$ cat src/sv/rclc_pkg.sv
`timescale 1ns / 1ps
package rclc_pkg;

  localparam int unsigned POS_W   = 12;
  localparam int unsigned POS_CAP = 4095;

  localparam int unsigned QDEPTH = 2;
  localparam int unsigned QPTR_W = 1;
  localparam int unsigned QCNT_W = 2;

  localparam logic [7:0] CHAR_NUL   = 8'h00;
  localparam logic [7:0] CHAR_SPACE = 8'h20;
  localparam logic [7:0] CHAR_TAB   = 8'h09;
  localparam logic [7:0] CHAR_CR    = 8'h0D;
  localparam logic [7:0] CHAR_HASH  = 8'h23;
  localparam logic [7:0] CHAR_EQ    = 8'h3D;
  localparam logic [7:0] CHAR_P     = 8'h50;
  localparam logic [7:0] CHAR_A     = 8'h41;
  localparam logic [7:0] CHAR_T     = 8'h54;
  localparam logic [7:0] CHAR_H     = 8'h48;

  localparam logic [1:0] CLS_IGNORE  = 2'd0;
  localparam logic [1:0] CLS_PATH    = 2'd1;
  localparam logic [1:0] CLS_COMMAND = 2'd2;

  typedef enum logic [3:0] {
    KIND_WS,
    KIND_HASH,
    KIND_EQ,
    KIND_P,
    KIND_A,
    KIND_T,
    KIND_H,
    KIND_NUL,
    KIND_OTHER
  } byte_kind_e;

  typedef struct packed {
    logic [7:0] char_byte;
    logic       end_of_line;
  } in_item_t;

  typedef struct packed {
    logic [1:0]       line_class;
    logic [POS_W-1:0] value_offset;
  } out_item_t;

  // Classified item handed from the front to the back.
  typedef struct packed {
    logic       eol;
    byte_kind_e kind;
  } tok_t;

endpackage

$ cat src/sv/rclc_fifo.sv
`timescale 1ns / 1ps
module rclc_fifo
  import rclc_pkg::*;
#(
  parameter int unsigned Width = 1
) (
  input  logic             clk_i,
  input  logic             rst_ni,
  input  logic             push_i,
  input  logic [Width-1:0] data_i,
  output logic             full_o,
  input  logic             pop_i,
  output logic [Width-1:0] data_o,
  output logic             empty_o
);

  logic [Width-1:0]  mem_q [QDEPTH];
  logic [QPTR_W-1:0] wr_ptr_q, wr_ptr_d;
  logic [QPTR_W-1:0] rd_ptr_q, rd_ptr_d;
  logic [QCNT_W-1:0] cnt_q, cnt_d;
  logic              do_push, do_pop;

  assign full_o  = (cnt_q == QCNT_W'(QDEPTH));
  assign empty_o = (cnt_q == '0);
  assign do_push = push_i && !full_o;
  assign do_pop  = pop_i && !empty_o;
  assign data_o  = mem_q[rd_ptr_q];

  always_comb begin
    wr_ptr_d = do_push ? wr_ptr_q + 1'b1 : wr_ptr_q;
    rd_ptr_d = do_pop ? rd_ptr_q + 1'b1 : rd_ptr_q;
    cnt_d    = cnt_q;
    if (do_push && !do_pop) begin
      cnt_d = cnt_q + 1'b1;
    end else if (do_pop && !do_push) begin
      cnt_d = cnt_q - 1'b1;
    end
  end

  always_ff @(posedge clk_i or negedge rst_ni) begin
    if (!rst_ni) begin
      wr_ptr_q <= '0;
      rd_ptr_q <= '0;
      cnt_q    <= '0;
    end else begin
      wr_ptr_q <= wr_ptr_d;
      rd_ptr_q <= rd_ptr_d;
      cnt_q    <= cnt_d;
    end
  end

  always_ff @(posedge clk_i) begin
    if (do_push) begin
      mem_q[wr_ptr_q] <= data_i;
    end
  end

endmodule

$ cat src/sv/rclc_front.sv
`timescale 1ns / 1ps
module rclc_front
  import rclc_pkg::*;
(
  input  in_item_t item_i,
  output tok_t     tok_o
);

  logic [7:0] b;
  logic       is_ws;

  assign b     = item_i.char_byte;
  // space, or tab through carriage return
  assign is_ws = (b == CHAR_SPACE) || ((b >= CHAR_TAB) && (b <= CHAR_CR));

  always_comb begin
    tok_o.eol = item_i.end_of_line;
    priority if (b == CHAR_NUL) begin
      tok_o.kind = KIND_NUL;
    end else if (is_ws) begin
      tok_o.kind = KIND_WS;
    end else if (b == CHAR_HASH) begin
      tok_o.kind = KIND_HASH;
    end else if (b == CHAR_EQ) begin
      tok_o.kind = KIND_EQ;
    end else if (b == CHAR_P) begin
      tok_o.kind = KIND_P;
    end else if (b == CHAR_A) begin
      tok_o.kind = KIND_A;
    end else if (b == CHAR_T) begin
      tok_o.kind = KIND_T;
    end else if (b == CHAR_H) begin
      tok_o.kind = KIND_H;
    end else begin
      tok_o.kind = KIND_OTHER;
    end
  end

endmodule

$ cat src/sv/rclc_back.sv
`timescale 1ns / 1ps
module rclc_back
  import rclc_pkg::*;
#(
  parameter int unsigned LineMaxBytes = 4096
) (
  input  logic      clk_i,
  input  logic      rst_ni,
  input  tok_t      tok_i,
  input  logic      tok_valid_i,
  output logic      tok_pop_o,
  input  logic      res_full_i,
  output logic      res_push_o,
  output out_item_t res_o
);

  localparam int unsigned PosMaxInt =
    ((LineMaxBytes - 1) < POS_CAP) ? (LineMaxBytes - 1) : POS_CAP;
  localparam logic [POS_W-1:0] PosMax = POS_W'(PosMaxInt);

  typedef enum logic [11:0] {
    ST_LEAD = 12'b0000_0000_0001,
    ST_P1   = 12'b0000_0000_0010,
    ST_P2   = 12'b0000_0000_0100,
    ST_P3   = 12'b0000_0000_1000,
    ST_P4   = 12'b0000_0001_0000,
    ST_PWS  = 12'b0000_0010_0000,
    ST_PEQ  = 12'b0000_0100_0000,
    ST_TOK  = 12'b0000_1000_0000,
    ST_TWS  = 12'b0001_0000_0000,
    ST_CMD  = 12'b0010_0000_0000,
    ST_IGN  = 12'b0100_0000_0000,
    ST_PATH = 12'b1000_0000_0000
  } state_e;

  state_e           st_q, st_d, tok_next;
  logic [POS_W-1:0] pos_q, pos_d;
  logic [POS_W-1:0] vs_q, vs_d;
  logic             take;
  byte_kind_e       k;

  assign k = tok_i.kind;
  // An end-of-line item waits until the result queue has room.
  assign take       = tok_valid_i && (!tok_i.eol || !res_full_i);
  assign tok_pop_o  = take;
  assign res_push_o = take && tok_i.eol;

  // Ordinary token byte after the first one.
  always_comb begin
    unique case (k)
      KIND_WS: tok_next = ST_TWS;
      KIND_EQ: tok_next = ST_IGN;
      default: tok_next = ST_TOK;
    endcase
  end

  always_comb begin
    res_o.line_class   = CLS_COMMAND;
    res_o.value_offset = vs_q;
    unique case (st_q)
      ST_LEAD, ST_IGN: begin
        res_o.line_class   = CLS_IGNORE;
        res_o.value_offset = '0;
      end
      ST_PEQ: begin
        res_o.line_class   = CLS_PATH;
        res_o.value_offset = pos_q;
      end
      ST_PATH: res_o.line_class = CLS_PATH;
      default: res_o.line_class = CLS_COMMAND;
    endcase
  end

  always_comb begin
    st_d  = st_q;
    pos_d = pos_q;
    vs_d  = vs_q;
    if (take) begin
      if (tok_i.eol) begin
        st_d  = ST_LEAD;
        pos_d = '0;
        vs_d  = '0;
      end else begin
        pos_d = (pos_q < PosMax) ? pos_q + 1'b1 : PosMax;
        if (k == KIND_NUL) begin
          // zero byte closes the content; drop everything up to end of line
          unique case (st_q)
            ST_LEAD: st_d = ST_IGN;
            ST_PEQ: begin
              vs_d = pos_q;
              st_d = ST_PATH;
            end
            ST_IGN, ST_PATH: st_d = st_q;
            default: st_d = ST_CMD;
          endcase
        end else begin
          unique case (st_q)
            ST_LEAD: begin
              if (k != KIND_WS) begin
                vs_d = pos_q;
                if (k == KIND_HASH || k == KIND_EQ) begin
                  st_d = ST_IGN;
                end else if (k == KIND_P) begin
                  st_d = ST_P1;
                end else begin
                  st_d = ST_TOK;
                end
              end
            end
            ST_P1: st_d = (k == KIND_A) ? ST_P2 : tok_next;
            ST_P2: st_d = (k == KIND_T) ? ST_P3 : tok_next;
            ST_P3: st_d = (k == KIND_H) ? ST_P4 : tok_next;
            ST_P4: begin
              if (k == KIND_WS) begin
                st_d = ST_PWS;
              end else if (k == KIND_EQ) begin
                st_d = ST_PEQ;
              end else begin
                st_d = ST_TOK;
              end
            end
            ST_PWS: begin
              if (k == KIND_EQ) begin
                st_d = ST_PEQ;
              end else if (k != KIND_WS) begin
                st_d = ST_CMD;
              end
            end
            ST_PEQ: begin
              if (k != KIND_WS) begin
                vs_d = pos_q;
                st_d = ST_PATH;
              end
            end
            ST_TOK: st_d = tok_next;
            ST_TWS: begin
              if (k == KIND_EQ) begin
                st_d = ST_IGN;
              end else if (k != KIND_WS) begin
                st_d = ST_CMD;
              end
            end
            ST_CMD, ST_IGN, ST_PATH: st_d = st_q;
            default: st_d = ST_CMD;
          endcase
        end
      end
    end
  end

  always_ff @(posedge clk_i or negedge rst_ni) begin
    if (!rst_ni) begin
      st_q  <= ST_LEAD;
      pos_q <= '0;
      vs_q  <= '0;
    end else begin
      st_q  <= st_d;
      pos_q <= pos_d;
      vs_q  <= vs_d;
    end
  end

endmodule

$ cat src/sv/rc_line_classifier.sv
`timescale 1ns / 1ps
// Channel  | Direction | Handshake           | Payload
// ---------+-----------+---------------------+------------------------------------
// bytes    | in        | push_i / full_o     | in_item_i  {char_byte, end_of_line}
// results  | out       | empty_o / pop_i     | out_item_o {line_class, value_offset}
//
// Throughput is one item per cycle unless the parser stalls; the parser state
// machine decides one classified byte per cycle, but an end-of-line item waits
// in the middle queue while the result queue is full, then its result is queued.
// Reset clears both queues and the parser; no clearing pass is needed.
// full_o rises only when the result queue is full and an end-of-line item
// waits with one more item behind it; empty_o low holds the oldest result.
module rc_line_classifier
  import rclc_pkg::*;
#(
  parameter int unsigned LINE_MAX_BYTES = 4096
) (
  input  logic      clk_i,
  input  logic      rst_ni,
  input  logic      push_i,
  output logic      full_o,
  input  in_item_t  in_item_i,
  output logic      empty_o,
  input  logic      pop_i,
  output out_item_t out_item_o
);

  localparam int unsigned TokW = $bits(tok_t);
  localparam int unsigned OutW = $bits(out_item_t);

  tok_t            front_tok;
  logic [TokW-1:0] mid_data;
  tok_t            mid_tok;
  logic            mid_empty;
  logic            mid_pop;
  logic            res_full;
  logic            res_push;
  out_item_t       res_item;
  logic [OutW-1:0] out_data;

  // Classify each byte as it arrives.
  rclc_front u_front (
    .item_i (in_item_i),
    .tok_o  (front_tok)
  );

  // Hold classified items so input is still taken while the parser stalls, until this queue fills.
  rclc_fifo #(
    .Width (TokW)
  ) u_mid_q (
    .clk_i   (clk_i),
    .rst_ni  (rst_ni),
    .push_i  (push_i),
    .data_i  (front_tok),
    .full_o  (full_o),
    .pop_i   (mid_pop),
    .data_o  (mid_data),
    .empty_o (mid_empty)
  );

  assign mid_tok = tok_t'(mid_data);

  // Advance the line parser and emit one result per line.
  rclc_back #(
    .LineMaxBytes (LINE_MAX_BYTES)
  ) u_back (
    .clk_i       (clk_i),
    .rst_ni      (rst_ni),
    .tok_i       (mid_tok),
    .tok_valid_i (!mid_empty),
    .tok_pop_o   (mid_pop),
    .res_full_i  (res_full),
    .res_push_o  (res_push),
    .res_o       (res_item)
  );

  // Hold finished results until the consumer pops them.
  rclc_fifo #(
    .Width (OutW)
  ) u_res_q (
    .clk_i   (clk_i),
    .rst_ni  (rst_ni),
    .push_i  (res_push),
    .data_i  (res_item),
    .full_o  (res_full),
    .pop_i   (pop_i),
    .data_o  (out_data),
    .empty_o (empty_o)
  );

  assign out_item_o = out_item_t'(out_data);

endmodule

$ cat config.mk
export PLATFORM = sky130hd
export DESIGN_NAME = rc_line_classifier
export DESIGN_NICKNAME = d
export VERILOG_FILES = /design/src/sv/rclc_pkg.sv /design/src/sv/rclc_fifo.sv /design/src/sv/rclc_front.sv /design/src/sv/rclc_back.sv /design/src/sv/rc_line_classifier.sv
export SDC_FILE = /design/constraint.sdc
export NUM_CORES = 1
export LEC_CHECK = 0
export ABC_CLOCK_PERIOD_IN_PS = 3710
export BUFFER_PORTS_ARGS = -buffer_cell sky130_fd_sc_hd__buf_4
export CAP_MARGIN = 20
export CORE_UTILIZATION = 55
export CTS_CLUSTER_DIAMETER = 100
export DETAILED_ROUTE_END_ITERATION = 8
export PLACE_DENSITY = 0.73
export SETUP_SLACK_MARGIN = 0.3
export SLEW_MARGIN = 20
export SYNTH_ARGS = -nofsm -noshare
export SYNTH_HDL_FRONTEND = slang
export SYNTH_HIERARCHICAL = 1
export SYNTH_SLANG_ARGS = --single-unit
$ cat constraint.sdc
create_clock -name clk_i -period 3.71 [get_ports clk_i]
set_clock_uncertainty 0.2 [all_clocks]
set_input_delay 0.742 -clock clk_i [delete_from_list [all_inputs] [get_ports clk_i]]
set_output_delay 0.742 -clock clk_i [all_outputs]
set_load 0.005 [all_outputs]
## Word-level counts from Yosys, hierarchy flattened

Memory sizes are Yosys's and may differ from the RTL's.
Index checks and enable logic that the tools add are counted.

| operators by class | value |
|---|---|
| add/sub/neg operators | 9 |
| magnitude comparators | 3 |
| eq/ne operators | 33 |
| multiplexer cells | 42 |
| reductions and logical operators | 39 |

Operators by type and width:

| cell | count |
|---|---|
| 12-bit two-way mux | 16 |
| 12-bit case mux with 10 select lines | 1 |
| 12-bit case mux with 3 select lines | 1 |
| 11-bit two-way mux | 3 |
| 8-bit by 7-bit equality test with 1-bit output (second input constant) | 4 |
| 4-bit two-way mux | 8 |
| 8-bit by 6-bit equality test with 1-bit output (second input constant) | 3 |
| 12-bit case mux with 2 select lines | 1 |
| 11-bit case mux with 2 select lines | 1 |
| 4-bit by 3-bit equality test with 1-bit output (second input constant) | 4 |
| 8-bit two-way mux | 2 |
| 12-bit by 1-bit adder with 12-bit output (second input constant) | 1 |
| 12-bit by 1-bit equality test with 1-bit output (second input constant) | 1 |
| 12-bit by 10-bit equality test with 1-bit output (second input constant) | 1 |
| 12-bit by 11-bit equality test with 1-bit output (second input constant) | 1 |
| 12-bit equality test (second input constant) | 1 |
| 12-bit by 2-bit equality test with 1-bit output (second input constant) | 1 |
| 12-bit by 3-bit equality test with 1-bit output (second input constant) | 1 |
| 12-bit by 4-bit equality test with 1-bit output (second input constant) | 1 |
| 12-bit by 5-bit equality test with 1-bit output (second input constant) | 1 |
| 12-bit by 6-bit equality test with 1-bit output (second input constant) | 1 |
| 12-bit by 7-bit equality test with 1-bit output (second input constant) | 1 |
| 12-bit by 8-bit equality test with 1-bit output (second input constant) | 1 |
| 12-bit by 9-bit equality test with 1-bit output (second input constant) | 1 |
| 28 further kinds | 69 |

| storage, ports and cells | value |
|---|---|
| register bits after elaboration | 44 |
| bits in writable memories | 38 |
| input port bits | 13 |
| output and inout port bits | 16 |
| logic and storage cells | 137 |
| memories kept | 2 |

Memory list:

| memory | depth | width | rd ports | clocked after memory_dff | write ports | line | source |
|---|---|---|---|---|---|---|---|
| u_res_q.mem_q | 2 | 14 | 1 | 0 | 1 | rclc_fifo.sv:17 | `logic [Width-1:0] mem_q [QDEPTH];` |
| u_mid_q.mem_q | 2 | 5 | 1 | 0 | 1 | rclc_fifo.sv:17 |  |

## Depth between registers and ports, before layout

Gate-level depths: netlist of run 1.

| depth | value |
|---|---|
| depth in word-level cells | 10 |
| depth in mapped cells | 12 |
| mapped depth without buffers | 11 |

## Hierarchy

The synthesis of run 1 kept the hierarchy.

By module, submodules not included:

| module | times used | cells an instance | area each (sq um) | sequential area each (sq um) |
|---|---|---|---|---|
| rclc_back | 1 | 302 | 2526.2 | 902.1 |
| rclc_fifo (u_res_q) | 1 | 63 | 1260.0 | 940.9 |
| rclc_fifo (u_mid_q) | 1 | 35 | 560.5 | 400.4 |
| rclc_front | 1 | 36 | 241.5 | 0.0 |
| rc_line_classifier | 1 | 1 | 3.8 | 0.0 |

## Least setup slack after synthesis of run 1

OpenSTA, ideal clock, no wires.

| timing | value |
|---|---|
| path kind | register -> register |
| start point | register u_mid_q.rd_ptr_q |
| end point | memory u_res_q/mem_q[0][0] (netlist bit) (enable) |
| library setup time | 0.384 ns |
| data arrival time | 2.072 ns |
| data required time | 3.126 ns |
| path slack | 1.053 ns |
| stages on the path, launching flop included | 9 |
| buffers on the path | 2 |
| clock period less this slack | 2.657 ns |
| cell sequence | dfrtp_1 buf_2 mux2_1 nand2_1 nand2_1 clkbuf_1 nor2_1 nand2_1 nor2_1 |

| on the way | value |
|---|---|
| longest elaborated chain between the ends | 8 |

RTL lines:

| item | line | source |
|---|---|---|
| start, declared | rclc_fifo.sv:19 | `logic [QPTR_W-1:0] rd_ptr_q, rd_ptr_d;` |
| start signal, assigned | rclc_fifo.sv:47 | `rd_ptr_q <= rd_ptr_d;` |
| memory read 2 x 5 bit * | n/a |  |
| named net mid_data[4] | rc_line_classifier.sv:32 | `logic [TokW-1:0] mid_data;` |
| 1-bit logical NOT | rclc_back.sv:44 | `assign take = tok_valid_i && (!tok_i.eol \|\| !res_full_i);` |
| 1-bit logical OR | rclc_back.sv:44 |  |
| 1-bit logical AND | rclc_back.sv:44 |  |
| 1-bit logical AND * | rclc_back.sv:46 | `assign res_push_o = take && tok_i.eol;` |
| named net res_push | rc_line_classifier.sv:37 | `logic res_push;` |
| 1-bit logical AND * | rclc_fifo.sv:25 | `assign do_push = push_i && !full_o;` |
| 1-bit two-way mux * | rclc_fifo.sv:53 | `if (do_push) begin` |
| 1-bit two-way mux (implied by the code) * | rclc_fifo.sv:54 | `mem_q[wr_ptr_q] <= data_i;` |
| end, declared | rclc_fifo.sv:17 |  |

The timed path passes the listed nets; every way through them passes the cells marked *.

## Worst setup path in the final report of run 1

| timing | value |
|---|---|
| start point | register u_back.st_q[4] |
| end point | register u_back.st_q[1] |

| on the way | value |
|---|---|
| longest elaborated chain between the ends | 5 |
| elaborated cells between the ends (all ways) | 22 |
| those cells by class | eq/ne: 16; mux: 3; reduce/logical: 3 |

RTL lines:

| item | line | source |
|---|---|---|
| start, declared | rclc_back.sv:36 | `state_e st_q, st_d, tok_next;` |
| start signal, assigned | rclc_back.sv:157 | `st_q <= st_d;` |
| 12-bit by 10-bit equality test with 1-bit output, or another cell as far along | rclc_back.sv:97 | `unique case (st_q)` |
| 3-bit OR reduction | rclc_back.sv:97 |  |
| 12-bit case mux with 10 select lines | rclc_back.sv:97 |  |
| 12-bit two-way mux | rclc_back.sv:85 | `if (k == KIND_NUL) begin` |
| 12-bit two-way mux | rclc_back.sv:79 | `if (tok_i.eol) begin` |

Parallel ways exist; a longest one is shown, timed or not.
A chain may end at the register's enable or synchronous reset.

==> metrics.json, run 1 <==
{
  "run_status": "completed",
  "htree_levels": 3,
  "fraction_of_layout_cells_with_a_size_suffix_above_1_pct": 17.8,
  "drtIter0Drc": 384,
  "worst_vdd_rail_ir_drop_uv": 393,
  "tritoncts_clock_tree": "built",
  "fin_nets": 465,
  "gr-usage-met3_pct": 3.74,
  "area_growth_pct": 8.26,
  "synth-edff-count": 38,
  "rr_endpoint": "u_back/st_q[1]",
  "ys_ff_latch": 82,
  "clock_edge_transition_at_the_registers_on_the_reported_setup_and_hold_paths_ns": 0.09,
  "critPathLaunchType": "flip-flop",
  "netlist.area_leader.share_pct": 24.9,
  "cp-end-kind": "flip-flop",
  "maximum_number_of_pins_on_one_net_before_global_route_repair": 45,
  "finish.utilization_pct": 63.0,
  "numPlacedInstances": 540,
  "post_synth_main_area_contributors": "sky130_fd_sc_hd__edfxtp_1, sky130_fd_sc_hd__dfrtp_1, sky130_fd_sc_hd__nand2_1",
  "hold_class": "in -> async",
  "synth_sequential_area_ratio_pct": 48.9,
  "worst_slew_margin_rel_pct": 34.9,
  "fmax_ghz": 0.335,
  "timing.final.hold_violations": 0,
  "fp.coreArea_sq_um": 7890,
  "placed_area_sq_um": 4780,
  "io_pins": 29,
  "post_cts_hold_buffer_count": 0,
  "synth_area_sq_um": 4590,
  "cts_setup_buffers": 0,
  "floorplan.die.width_microns": 93.4,
  "starting_density_of_the_core_pct": 58.2,
  "post_cts_resized": 0,
  "totalWireLength_mm": 9.53,
  "actual_slew_at_the_worst_max_slew_pin_ns": 0.973,
  "global_route.overflow_total": 0,
  "post-route-min-period_ns": 2.99,
  "max_stage_delay_ns": 0.61,
  "routed_wire_length_per_instance_microns": 17.1,
  "placementRows": 32,
  "first_global_vias": 3256,
  "r2r_start": "u_back/st_q[4]",
  "routabilityCongestion": 0.897,
  "drt_pre_antenna_iters": 6,
  "maxCapViolCount": 0,
  "crit_slowest_cell": "sky130_fd_sc_hd__a221o_1",
  "setup_cp_type": "reg -> reg",
  "yosys.area.top_type": "sky130_fd_sc_hd__edfxtp_1",
  "synthTopCellsByCount": "sky130_fd_sc_hd__nand2_1, sky130_fd_sc_hd__dfrtp_1, sky130_fd_sc_hd__edfxtp_1, sky130_fd_sc_hd__nor2_1, sky130_fd_sc_hd__nand3_1",
  "hpwl_after_detailed_placement_mm": 6.54,
  "vias_per_cell": 6.32,
  "clk_latency_ns": 0.36,
  "post_synth_num_cell_types": 72,
  "initial_antenna_violation_count": 0,
  "setup_viol": 0,
  "seqCellArea_sq_um": 2240,
  "die_height_microns": 93.4,
  "cts_num_sinks": 82,
  "cp_max_fo": 18,
  "worst-endpoint-required_ns": 3.76,
  "power.density_nw_per_um2": 730,
  "drcViolationCount": 0,
  "grt_setup_unrepaired": "no",
  "final_min_period_over_clock_period_pct": 80.5,
  "worstPathBufferInverterCount": 0,
  "cts_buf_count": 9,
  "number_of_inserted_filler_cells_in_the_final_layout": 641,
  "total_leakage_power_nw": 1.95,
  "worst_path_dominant_cell_family": "compound AO/OA/AOI/OAI gates",
  "clock_root_buffer": "sky130_fd_sc_hd__clkbuf_8",
  "cp_arrival_ns": 3.04,
  "synth_async_sr_flop_share_pct": 53.7,
  "antennaDiodeCount": 0,
  "report.power.total_w": 0.00363,
  "post-route-cell-area_sq_um": 4970,
  "yosys_warnings": 6,
  "global_route.peak_usage_layer": "met2",
  "synth_top_flop_cell": "sky130_fd_sc_hd__dfrtp_1",
  "routed-via-count": 3513,
  "yosys.cell_count.top_type": "sky130_fd_sc_hd__nand2_1",
  "syn-instance-count": 437,
  "groute.layer.met2.usage_pct": 36.2,
  "worst-r2r-cell-count": 6,
  "grt_first_pass_wirelength_mm": 16.0,
  "portBuffers": 28,
  "crit_chain": "nor2_1 > nand4_1 > a21oi_1 > a221o_1 > nor3b_2 > a22o_1",
  "syn_area_per_cell_sq_um": 10.5,
  "max_slew_violation_count": 0,
  "grtUsageTotal_pct": 23.8,
  "gr-usage-met1_pct": 34.0,
  "reg2reg_slack_ns": 0.72,
  "cts_buffer_depth": 2,
  "die_area_sq_um": 8720,
  "multi_input_logic_area_sq_um": 2100,
  "ant_nets": 0,
  "post_route_setup_tns_ns": 0,
  "finalNonFillerCells": 556,
  "synth.net_count": 453
}
[where the power goes]
group	switching [W]	internal (W)	leakage, nW
Clock	0.000365	0.000261	0.0947
Combinational	0.000935	0.000673	0.915
Sequential	0.000193	0.00120	0.939
[flip-flops by register name (all words and copies together), names as in the netlist]
signal,count
u_res_q/cnt_q,2
u_back/vs_q,12
u_back/pos_q,12
u_res_q/wr_ptr_q,1
u_back/st_q,12
u_mid_q/wr_ptr_q,1
u_res_q/mem_q,28
u_mid_q/mem_q,10
u_mid_q/cnt_q,2
u_res_q/rd_ptr_q,1
u_mid_q/rd_ptr_q,1
[cells by family after synthesis]
logic type      synth area share, %
simple gates                   18.9
compound gates                 17.3
flops                          48.9
buf+inv                        5.50
mux                            5.39
xor+xnor                       3.24
fa+ha+maj                     0.818
[metal layers]
metal  part of all wire, %  vias to the layer above
li1                      -                     1659
met1                    47                     1714
met2                    46                      127
met3                   5.5                       13
met4                   1.5                        0
met5                     0                        -
[cell type report]
class | instances | share of cell area (%)
inverters | 18 | 1.36
well taps | 102 | 2.57
multi-input cells | 305 | 42.2
clock inverters | 7 | 1.31
repair buffers | 33 | 4.98
clock buffers | 9 | 2.49
flip-flops and latches | 82 | 45.1
[how the worst max path moves through the flow]
stage | start | end | slack [ns] | depth (start not counted)
final | u_back/st_q[4] | u_back/st_q[1] | 0.72 | 6
after global routing | u_mid_q/rd_ptr_q | u_back/st_q[1] | 0.57 | 7
after detailed placement | u_mid_q/rd_ptr_q | u_back/st_q[1] | 0.81 | 7
after floorplan | u_mid_q/rd_ptr_q | u_res_q/mem_q[0][0] | 1.05 | 8
after global placement | u_mid_q/rd_ptr_q | u_back/st_q[1] | 0.91 | 7
after CTS | u_mid_q/rd_ptr_q | u_back/st_q[1] | 0.79 | 7
[stage by stage]
step	hold WS [ns]	setup slack, ns
after floorplan	0.246	1.05
after global placement	0.275	0.909
after detailed placement	0.282	0.812
after CTS	0.189	0.793
after global routing	0.214	0.565
final	0.166	0.724
[placed cells by master, fill, tap and decap left out, types with 4 or more instances in the layout]
cell type	synthesis	layout
sky130_fd_sc_hd__nand3b_1	5	5
sky130_fd_sc_hd__nand2b_1	8	8
sky130_fd_sc_hd__nand4_1	5	5
sky130_fd_sc_hd__nor2_1	27	27
sky130_fd_sc_hd__o22a_1	4	4
sky130_fd_sc_hd__a211oi_1	4	4
sky130_fd_sc_hd__o21ai_0	19	19
sky130_fd_sc_hd__nand2_1	44	44
sky130_fd_sc_hd__o21ai_1	4	4
sky130_fd_sc_hd__nor3b_1	4	4
sky130_fd_sc_hd__inv_1	18	18
sky130_fd_sc_hd__dfrtp_1	43	43
sky130_fd_sc_hd__nor2b_1	4	4
sky130_fd_sc_hd__a22o_1	17	17
sky130_fd_sc_hd__buf_4	4	33
sky130_fd_sc_hd__o311ai_2	6	6
sky130_fd_sc_hd__mux2_2	6	6
sky130_fd_sc_hd__xnor2_1	10	10
sky130_fd_sc_hd__clkbuf_8	0	9
sky130_fd_sc_hd__a21oi_1	19	19
sky130_fd_sc_hd__edfxtp_1	38	38
sky130_fd_sc_hd__xor2_1	7	7
sky130_fd_sc_hd__nand3_1	21	21
sky130_fd_sc_hd__mux2_4	9	9
sky130_fd_sc_hd__mux2_1	4	4
sky130_fd_sc_hd__nor3_1	10	10
sky130_fd_sc_hd__and3_1	6	6
sky130_fd_sc_hd__nor4_1	6	6
Power figures use the tool's default switching activity.
==> run 2: changes to the inputs <==
--- a/config.mk
+++ b/config.mk
@@ -5,7 +5,7 @@
 export SDC_FILE = /design/constraint.sdc
 export NUM_CORES = 1
 export LEC_CHECK = 0
-export ABC_CLOCK_PERIOD_IN_PS = 3710
+export ABC_CLOCK_PERIOD_IN_PS = 3000
 export BUFFER_PORTS_ARGS = -buffer_cell sky130_fd_sc_hd__buf_4
 export CAP_MARGIN = 20
 export CORE_UTILIZATION = 55
==> constraint.sdc (replaced) <==
create_clock -name clk_i -period 3 [get_ports clk_i]
set_clock_uncertainty 0.2 [all_clocks]
set_input_delay 0.6 -clock clk_i [delete_from_list [all_inputs] [get_ports clk_i]]
set_output_delay 0.6 -clock clk_i [all_outputs]
set_load 0.005 [all_outputs]
==> run 2 against run 1 <==
Net effect:
- first-iteration DRC count is 17% lower
- register-to-register slack worse by 0.35 ns
- global-route usage rose by 0.90 points
- non-clock buffer count rose by 16
- via count grew 4.2%
- fmax increased by 14%
- worst hold slack got worse by 0.13 ns
- combinational power is 39% higher
- worst setup slack got worse by 0.35 ns
- sequential cell count did not move
- wire length increased by 4.8%
- power increased by 30%
- largest cell class unchanged
- highest routed layer unchanged
==> metrics.json, run 2 (same netlist as run 1, synthesis figures left out) <==
{
  "cts_buf_count": {"value": 9, "change": "unchanged"},
  "starting_density_of_the_core": {"value": 58.2, "unit": "%", "change": "unchanged"},
  "worst-r2r-cell-count": {"value": 7, "change": "+1"},
  "floorplan.die.width": {"value": 93.4, "unit": "microns", "change": "unchanged"},
  "routed-via-count": {"value": 3661, "change": "+4.2%"},
  "ant_nets": {"value": 0, "change": "unchanged"},
  "drcViolationCount": {"value": 0, "change": "unchanged"},
  "layout_commonest_cell": "sky130_fd_sc_hd__buf_4",
  "totalWireLength": {"value": 9.98, "unit": "mm", "change": "+4.8%"},
  "clock_root_buffer": "sky130_fd_sc_hd__clkbuf_8",
  "cts_num_sinks": {"value": 82, "change": "unchanged"},
  "initial_antenna_violation_count": {"value": 0, "change": "unchanged"},
  "fp.coreArea": {"value": 7890, "unit": "sq um", "change": "unchanged"},
  "fmax": {"value": 0.380, "unit": "GHz", "change": "+14%"},
  "multi_input_logic_area": {"value": 2130, "unit": "sq um", "change": "+1.8%"},
  "largest_register_ff_count": {"value": 28, "change": "unchanged"},
  "cts_buffer_depth": {"value": 2, "change": "unchanged"},
  "timing.final.hold_violations": {"value": 0, "change": "unchanged"},
  "grt_setup_unrepaired": "yes",
  "final_hold_slack": {"value": 0.0328, "unit": "ns", "change": "-0.133 ns"},
  "routabilityCongestion": {"value": 0.910, "change": "+1.5%"},
  "maximum_number_of_pins_on_one_net_before_global_route_repair": {"value": 45, "change": "unchanged"},
  "clock_edge_transition_at_the_registers_on_the_reported_setup_and_hold_paths": {"value": 0.10, "unit": "ns", "change": "about the same"},
  "global_route.overflow_total": {"value": 0, "change": "unchanged"},
  "maxCapViolCount": {"value": 0, "change": "unchanged"},
  "grtUsageTotal": {"value": 24.7, "unit": "%", "change": "+0.90 points"},
  "post_cts_hold_buffer_count": {"value": 0, "change": "unchanged"},
  "post_route_setup_tns": {"value": 0, "unit": "ns", "change": "unchanged"},
  "vias_per_cell": {"value": 6.39, "change": "+1.1%"},
  "die_area": {"value": 8720, "unit": "sq um", "change": "unchanged"},
  "portBuffers": {"value": 28, "change": "unchanged"},
  "fin_nets": {"value": 482, "change": "+3.7%"},
  "clk_latency": {"value": 0.36, "unit": "ns", "change": "about the same"},
  "first_global_vias": {"value": 3416, "change": "+4.9%"},
  "area_growth_pct": 11.9,
  "number_of_inserted_filler_cells_in_the_final_layout": {"value": 628, "change": "-2.0%"},
  "rr_endpoint": "u_back/st_q[10]",
  "hold_class": "in -> async",
  "setup_cp_type": "reg -> reg",
  "seqCellArea": {"value": 2240, "unit": "sq um", "change": "about the same"},
  "reg2reg_slack": {"value": 0.37, "unit": "ns", "change": "-0.35 ns"},
  "max_stage_delay": {"value": 0.50, "unit": "ns", "change": "-0.11 ns"},
  "routed_wire_length_per_instance": {"value": 17.4, "unit": "microns", "change": "+1.7%"},
  "drt_pre_antenna_iters": {"value": 5, "change": "-1"},
  "max_slew_violation_count": {"value": 0, "change": "unchanged"},
  "setup_viol": {"value": 0, "change": "unchanged"},
  "antennaDiodeCount": {"value": 0, "change": "unchanged"},
  "post-route-min-period": {"value": 2.63, "unit": "ns", "change": "-0.355 ns"},
  "worst_slew_margin_rel": {"value": 54.8, "unit": "%", "change": "+20 points"},
  "total_leakage_power": {"value": 2.03, "unit": "nW", "change": "+4.3%"},
  "fraction_of_layout_cells_with_a_size_suffix_above_1": {"value": 21.9, "unit": "%", "change": "+4.0 points"},
  "crit_slowest_cell": "sky130_fd_sc_hd__dfrtp_1",
  "registers.top_by_ff_count": "u_res_q/mem_q",
  "power.density": {"value": 916, "unit": "nW/um^2", "change": "+25%"},
  "cp-end-kind": "flip-flop",
  "tritoncts_clock_tree": "built",
  "hpwl_after_detailed_placement": {"value": 6.85, "unit": "mm", "change": "+4.6%"},
  "io_pins": {"value": 29, "change": "unchanged"},
  "grt_first_pass_wirelength": {"value": 16.6, "unit": "mm", "change": "+3.7%"},
  "r2r_start": "u_back/st_q[7]",
  "cp_arrival": {"value": 2.68, "unit": "ns", "change": "-0.36 ns"},
  "worst_vdd_rail_ir_drop": {"value": 569, "unit": "uV", "change": "+45%"},
  "htree_levels": {"value": 3, "change": "unchanged"},
  "die_height": {"value": 93.4, "unit": "microns", "change": "unchanged"},
  "worst-endpoint-required": {"value": 3.05, "unit": "ns", "change": "-0.71 ns"},
  "actual_slew_at_the_worst_max_slew_pin": {"value": 0.673, "unit": "ns", "change": "-0.300 ns"},
  "drtIter0Drc": {"value": 317, "change": "-17%"},
  "critPathLaunchType": "flip-flop",
  "most_frequent_cells_in_the_layout": "sky130_fd_sc_hd__buf_4, sky130_fd_sc_hd__nand2_1, sky130_fd_sc_hd__dfrtp_1, sky130_fd_sc_hd__edfxtp_1, sky130_fd_sc_hd__nor2_1",
  "run_status": "completed",
  "cp_max_fo": {"value": 8, "change": "-10"},
  "crit_chain": "nor3_1 > nand4_1 > a21oi_1 > a221o_2 > buf_4 > nor2_1 > a22o_1",
  "final_min_period_over_clock_period": {"value": 87.7, "unit": "%", "change": "+7.2 points"},
  "placementRows": {"value": 32, "change": "unchanged"}
}
run 2: how the worst max path moves through the flow:
stage	start	endpoint	slack, ns	cells after the start
after floorplan	u_mid_q/rd_ptr_q	u_res_q/mem_q[0][0]	0.34	8
after detailed placement	u_mid_q/rd_ptr_q	u_back/st_q[7]	0.33	7
after CTS	u_mid_q/rd_ptr_q	u_back/st_q[7]	0.33	7
final	u_back/st_q[7]	u_back/st_q[10]	0.37	7
after global routing	u_back/st_q[7]	u_back/st_q[10]	0.29	7
after global placement	u_back/st_q[8]	u_back/st_q[10]	0.39	7
run 2: per-stage QoR:
| step | instance area (sq um) | std cells | total power (W) | setup WS [ns] | util (%) |
|---|---|---|---|---|---|
| floorplan | 4590 | 437 | 0.00319 | 0.343 | - |
| global placement | 4870 | 552 | 0.00375 | 0.390 | 61.8 |
| detailed placement | 4870 | 552 | 0.00381 | 0.334 | 61.8 |
| CTS | 5070 | 568 | 0.00460 | 0.327 | 64.2 |
| global route | 5140 | 573 | 0.00503 | 0.290 | 65.1 |
| finish | 5140 | 573 | 0.00470 | 0.370 | 65.1 |
run 2: report_power, final:
group	switching (W)	internal, W
Combinational	0.00126	0.000971
Sequential	0.000198	0.00149
Clock	0.000459	0.000324
Total	0.00192	0.00279
run 2: layer usage:
layer / track usage, % / vias to the layer above / wire length, microns
met4: 10.6 / 0 / 287
li1: - / 1693 / -
met1: 33.4 / 1779 / 4460
met2: 38.7 / 158 / 4640
met3: 5.12 / 31 / 599
met5: 0 / - / 0
run 2: critical path: cells and delay by family (launching register included):
family          cells  cell delay, ns
compound gates      3            0.91
simple gates        3            0.73
flops               1            0.50
buf+inv             1            0.18
run 2: cell type report:
class / instances / share of cell area (%)
Multi-Input combinational cell: 306 / 41.5
Tap cell: 102 / 2.48
Timing Repair Buffer: 49 / 7.16
Clock inverter: 7 / 1.39
Clock buffer: 9 / 2.41
Inverter: 18 / 1.32
Sequential cell: 82 / 43.7
run 2: timing repair:
action,in CTS,in global routing
resized for setup,0,9
setup endpoints to repair,0,30
buffers inserted,0,4
endpoints found under the hold margin,0,0
==> run 3: changes to the inputs <==
--- a/config.mk
+++ b/config.mk
@@ -5,13 +5,14 @@
 export SDC_FILE = /design/constraint.sdc
 export NUM_CORES = 1
 export LEC_CHECK = 0
-export ABC_CLOCK_PERIOD_IN_PS = 3000
+export ABC_CLOCK_PERIOD_IN_PS = 2100
 export BUFFER_PORTS_ARGS = -buffer_cell sky130_fd_sc_hd__buf_4
 export CAP_MARGIN = 20
-export CORE_UTILIZATION = 55
+export CORE_UTILIZATION = 30
 export CTS_CLUSTER_DIAMETER = 100
 export DETAILED_ROUTE_END_ITERATION = 8
-export PLACE_DENSITY = 0.73
+export HOLD_SLACK_MARGIN = 0.06
+export PLACE_DENSITY = 0.47
 export SETUP_SLACK_MARGIN = 0.3
 export SLEW_MARGIN = 20
 export SYNTH_ARGS = -nofsm -noshare
==> constraint.sdc (replaced) <==
create_clock -name clk_i -period 2.1 [get_ports clk_i]
set_clock_uncertainty 0.2 [all_clocks]
set_input_delay 0.42 -clock clk_i [delete_from_list [all_inputs] [get_ports clk_i]]
set_output_delay 0.42 -clock clk_i [all_outputs]
set_load 0.005 [all_outputs]
==> run 3 against run 2 <==
Net effect:
- the run now ends with negative setup slack left
- first-iteration DRC count down 27%
- worst hold slack gained 0.038 ns
- utilization decreased by 21 points
- global-route usage decreased by 9.3 points
- via count is 4.6% higher
- sequential share of layout area shrank 9.5 points
- die area increased by 81%
- critical path type unchanged
- largest power group unchanged
==> metrics.json, run 3 (same netlist as run 1, synthesis figures left out) <==
{
  "max_slew_violation_count": {"value": 0, "change": "unchanged"},
  "post-route-min-period": {"value": 2.34, "unit": "ns", "change": "-0.286 ns"},
  "cts_buf_count": {"value": 9, "change": "unchanged"},
  "io_pins": {"value": 29, "change": "unchanged"},
  "clock_edge_transition_at_the_registers_on_the_reported_setup_and_hold_paths": {"value": 0.06, "unit": "ns", "change": "-0.04 ns"},
  "largest_register_ff_count": {"value": 28, "change": "unchanged"},
  "tritoncts_clock_tree": "built",
  "worst-endpoint-required": {"value": 2.17, "unit": "ns", "change": "-0.88 ns"},
  "drtIter0Drc": {"value": 231, "change": "-27%"},
  "totalWireLength": {"value": 11.9, "unit": "mm", "change": "+20%"},
  "reg2reg_slack": {"value": -0.24, "unit": "ns", "change": "-0.61 ns"},
  "global_route.overflow_total": {"value": 0, "change": "unchanged"},
  "seqCellArea": {"value": 2250, "unit": "sq um", "change": "+0.22%"},
  "antennaDiodeCount": {"value": 0, "change": "unchanged"},
  "maxCapViolCount": {"value": 0, "change": "unchanged"},
  "number_of_inserted_filler_cells_in_the_final_layout": {"value": 1384, "change": "+120%"},
  "floorplan.die.width": {"value": 126, "unit": "microns", "change": "+35%"},
  "first_global_vias": {"value": 3745, "change": "+9.6%"},
  "actual_slew_at_the_worst_max_slew_pin": {"value": 0.601, "unit": "ns", "change": "-0.0715 ns"},
  "layout_commonest_cell": "sky130_fd_sc_hd__buf_4",
  "clock_root_buffer": "sky130_fd_sc_hd__clkbuf_16",
  "power.density": {"value": 1370, "unit": "nW/um^2", "change": "+50%"},
  "grt_first_pass_wirelength": {"value": 19.1, "unit": "mm", "change": "+15%"},
  "power.internal": {"value": 0.00565, "unit": "W", "change": "+100%"},
  "crit_slowest_cell": "sky130_fd_sc_hd__dfrtp_2",
  "worstPathBufferInverterCount": {"value": 0, "change": "-1"},
  "finish.utilization": {"value": 44.5, "unit": "%", "change": "-21 points"},
  "clock_power_share": {"value": 18.1, "unit": "%", "change": "+1.4 points"},
  "timing.final.hold_violations": {"value": 0, "change": "unchanged"},
  "portBuffers": {"value": 28, "change": "unchanged"},
  "numPlacedInstances": {"value": 702, "change": "+27%"},
  "post_route_setup_tns": {"value": -6.00, "unit": "ns", "change": "-6.00 ns"},
  "routabilityCongestion": {"value": 0.808, "change": "-11%"},
  "hold_class": "in -> reg",
  "fin_nets": {"value": 563, "change": "+17%"},
  "cts_num_sinks": {"value": 82, "change": "unchanged"},
  "htree_levels": {"value": 3, "change": "unchanged"},
  "critPathLaunchType": "flip-flop",
  "registers.top_by_ff_count": "u_res_q/mem_q",
  "placementRows": {"value": 44, "change": "+38%"},
  "most_frequent_cells_in_the_layout": "sky130_fd_sc_hd__buf_4, sky130_fd_sc_hd__nand2_1, sky130_fd_sc_hd__dfrtp_1, sky130_fd_sc_hd__edfxtp_1, sky130_fd_sc_hd__buf_6",
  "final_critical_path_setup_slack": {"value": -0.244, "unit": "ns", "change": "-0.614 ns"},
  "fraction_of_layout_cells_with_a_size_suffix_above_1": {"value": 44.0, "unit": "%", "change": "+22 points"},
  "grtUsageTotal": {"value": 15.4, "unit": "%", "change": "-9.3 points"},
  "clk_latency": {"value": 0.34, "unit": "ns", "change": "-0.02 ns"},
  "power_switching_share": {"value": 37.2, "unit": "%", "change": "-3.6 points"},
  "drcViolationCount": {"value": 0, "change": "unchanged"},
  "violations": "negative setup slack",
  "total_leakage_power": {"value": 2.74, "unit": "nW", "change": "+35%"},
  "die_area": {"value": 15800, "unit": "sq um", "change": "+81%"},
  "routed_wire_length_per_instance": {"value": 16.2, "unit": "microns", "change": "-6.8%"},
  "dp_worst_setup_slack": {"value": -0.329, "unit": "ns", "change": "-0.663 ns"},
  "cp-end-kind": "flip-flop",
  "worst_slew_margin_rel": {"value": 59.9, "unit": "%", "change": "+5.2 points"},
  "ant_nets": {"value": 0, "change": "unchanged"},
  "setup_viol": {"value": 65, "change": "+65"},
  "area_growth_pct": 43.1,
  "vias_per_cell": {"value": 5.20, "change": "-19%"},
  "fmax": {"value": 0.427, "unit": "GHz", "change": "+12%"},
  "initial_antenna_violation_count": {"value": 0, "change": "unchanged"},
  "worst_vdd_rail_ir_drop": {"value": 779, "unit": "uV", "change": "+37%"},
  "netSwitchingPower": {"value": 0.00335, "unit": "W", "change": "+75%"},
  "final_min_period_over_clock_period": {"value": 112, "unit": "%", "change": "+24 points"},
  "drt_pre_antenna_iters": {"value": 6, "change": "+1"},
  "routed-via-count": {"value": 3830, "change": "+4.6%"},
  "max_stage_delay": {"value": 0.45, "unit": "ns", "change": "-0.05 ns"},
  "fp.coreArea": {"value": 14800, "unit": "sq um", "change": "+87%"},
  "finalNonFillerCells": {"value": 736, "change": "+28%"},
  "multi_input_logic_area": {"value": 2580, "unit": "sq um", "change": "+21%"},
  "comb_power_share": {"value": 55.6, "unit": "%", "change": "+8.2 points"},
  "hpwl_after_detailed_placement": {"value": 8.11, "unit": "mm", "change": "+18%"},
  "cp_arrival": {"value": 2.41, "unit": "ns", "change": "-0.27 ns"},
  "cp_max_fo": {"value": 8, "change": "unchanged"},
  "die_height": {"value": 126, "unit": "microns", "change": "+35%"},
  "cts_buffer_depth": {"value": 2, "change": "unchanged"},
  "crit_chain": "mux2_4 > nand4b_1 > nand2_2 > o21ai_2 > a221o_2 > nor3b_4 > a22o_1",
  "run_status": "complete, but fails checks",
  "setup_cp_type": "reg -> reg",
  "sequentialPowerShare": {"value": 26.2, "unit": "%", "change": "-9.7 points"},
  "grt_setup_unrepaired": "yes",
  "worst_path_dominant_cell_family": "compound AO/OA/AOI/OAI gates",
  "maximum_number_of_pins_on_one_net_before_global_route_repair": {"value": 45, "change": "unchanged"},
  "starting_density_of_the_core": {"value": 31.1, "unit": "%", "change": "-27 points"}
}
[run 3: what timing repair did]
item / 4_1_cts / 5_1_grt
pin swaps: 11 / 17
buffers inserted: 7 / 6
endpoints found under the setup margin: 112 / 112
endpoints found under the hold margin: 43 / 0
hold buffers: 1 / 0
gates resized for setup: 72 / 40
gates cloned: 3 / 1
[run 3: final cells by class]
class / count / share of cell area [%]
clock buffers: 9 / 3.43
multi-input cells: 307 / 39.3
repair inverters: 1 / 0.171
clock inverters: 7 / 1.24
inverters: 18 / 1.14
well taps: 184 / 3.50
repair buffers: 128 / 17.0
flip-flops and latches: 82 / 34.2
[run 3: path summary, 6_finish.rpt]
path / startpoint / to / cells after the start
max: u_mid_q/rd_ptr_q / u_back/st_q[6] / 7
min: in_item_i[0] / u_mid_q/mem_q[1][4] / 1
max reg2reg: u_mid_q/rd_ptr_q / u_back/st_q[6] / 7
min reg2reg: u_mid_q/wr_ptr_q / u_mid_q/wr_ptr_q / 1
max in group asynchronous: rst_ni / u_mid_q/rd_ptr_q / 2
min in group asynchronous: rst_ni / u_back/st_q[4] / 2
[run 3: power by group through the flow]
| stage | registers, W | logic [W] | clock network [W] |
|---|---|---|---|
| 6_report | 0.00236 | 0.00501 | 0.00163 |
| 3_5_place_dp | 0.00236 | 0.00412 | 0 |
| 5_1_grt | 0.00240 | 0.00539 | 0.00174 |
| 4_1_cts | 0.00236 | 0.00470 | 0.00168 |
| 2_1_floorplan | 0.00232 | 0.00257 | 0 |
| 3_3_place_gp | 0.00234 | 0.00408 | 0 |
[run 3: metal layers]
layer | track usage, % | part of all wire, % | vias up
met2 | 24.9 | 47 | 103
met3 | 2.76 | 3.8 | 15
li1 | - | - | 1859
met4 | 6.38 | 1.8 | 0
met1 | 20.4 | 47 | 1853
met5 | 0 | 0 | -
[run 3: metrics by stage]
step	total power (W)	hold slack (ns)	cell area (sq um)
after floorplan	0.00489	-0.0756	4750
after global placement	0.00643	0.276	5600
after detailed placement	0.00648	0.282	5600
after CTS	0.00873	0.0610	6310
after global routing	0.00954	0.0607	6570
final	0.00900	0.0711	6570
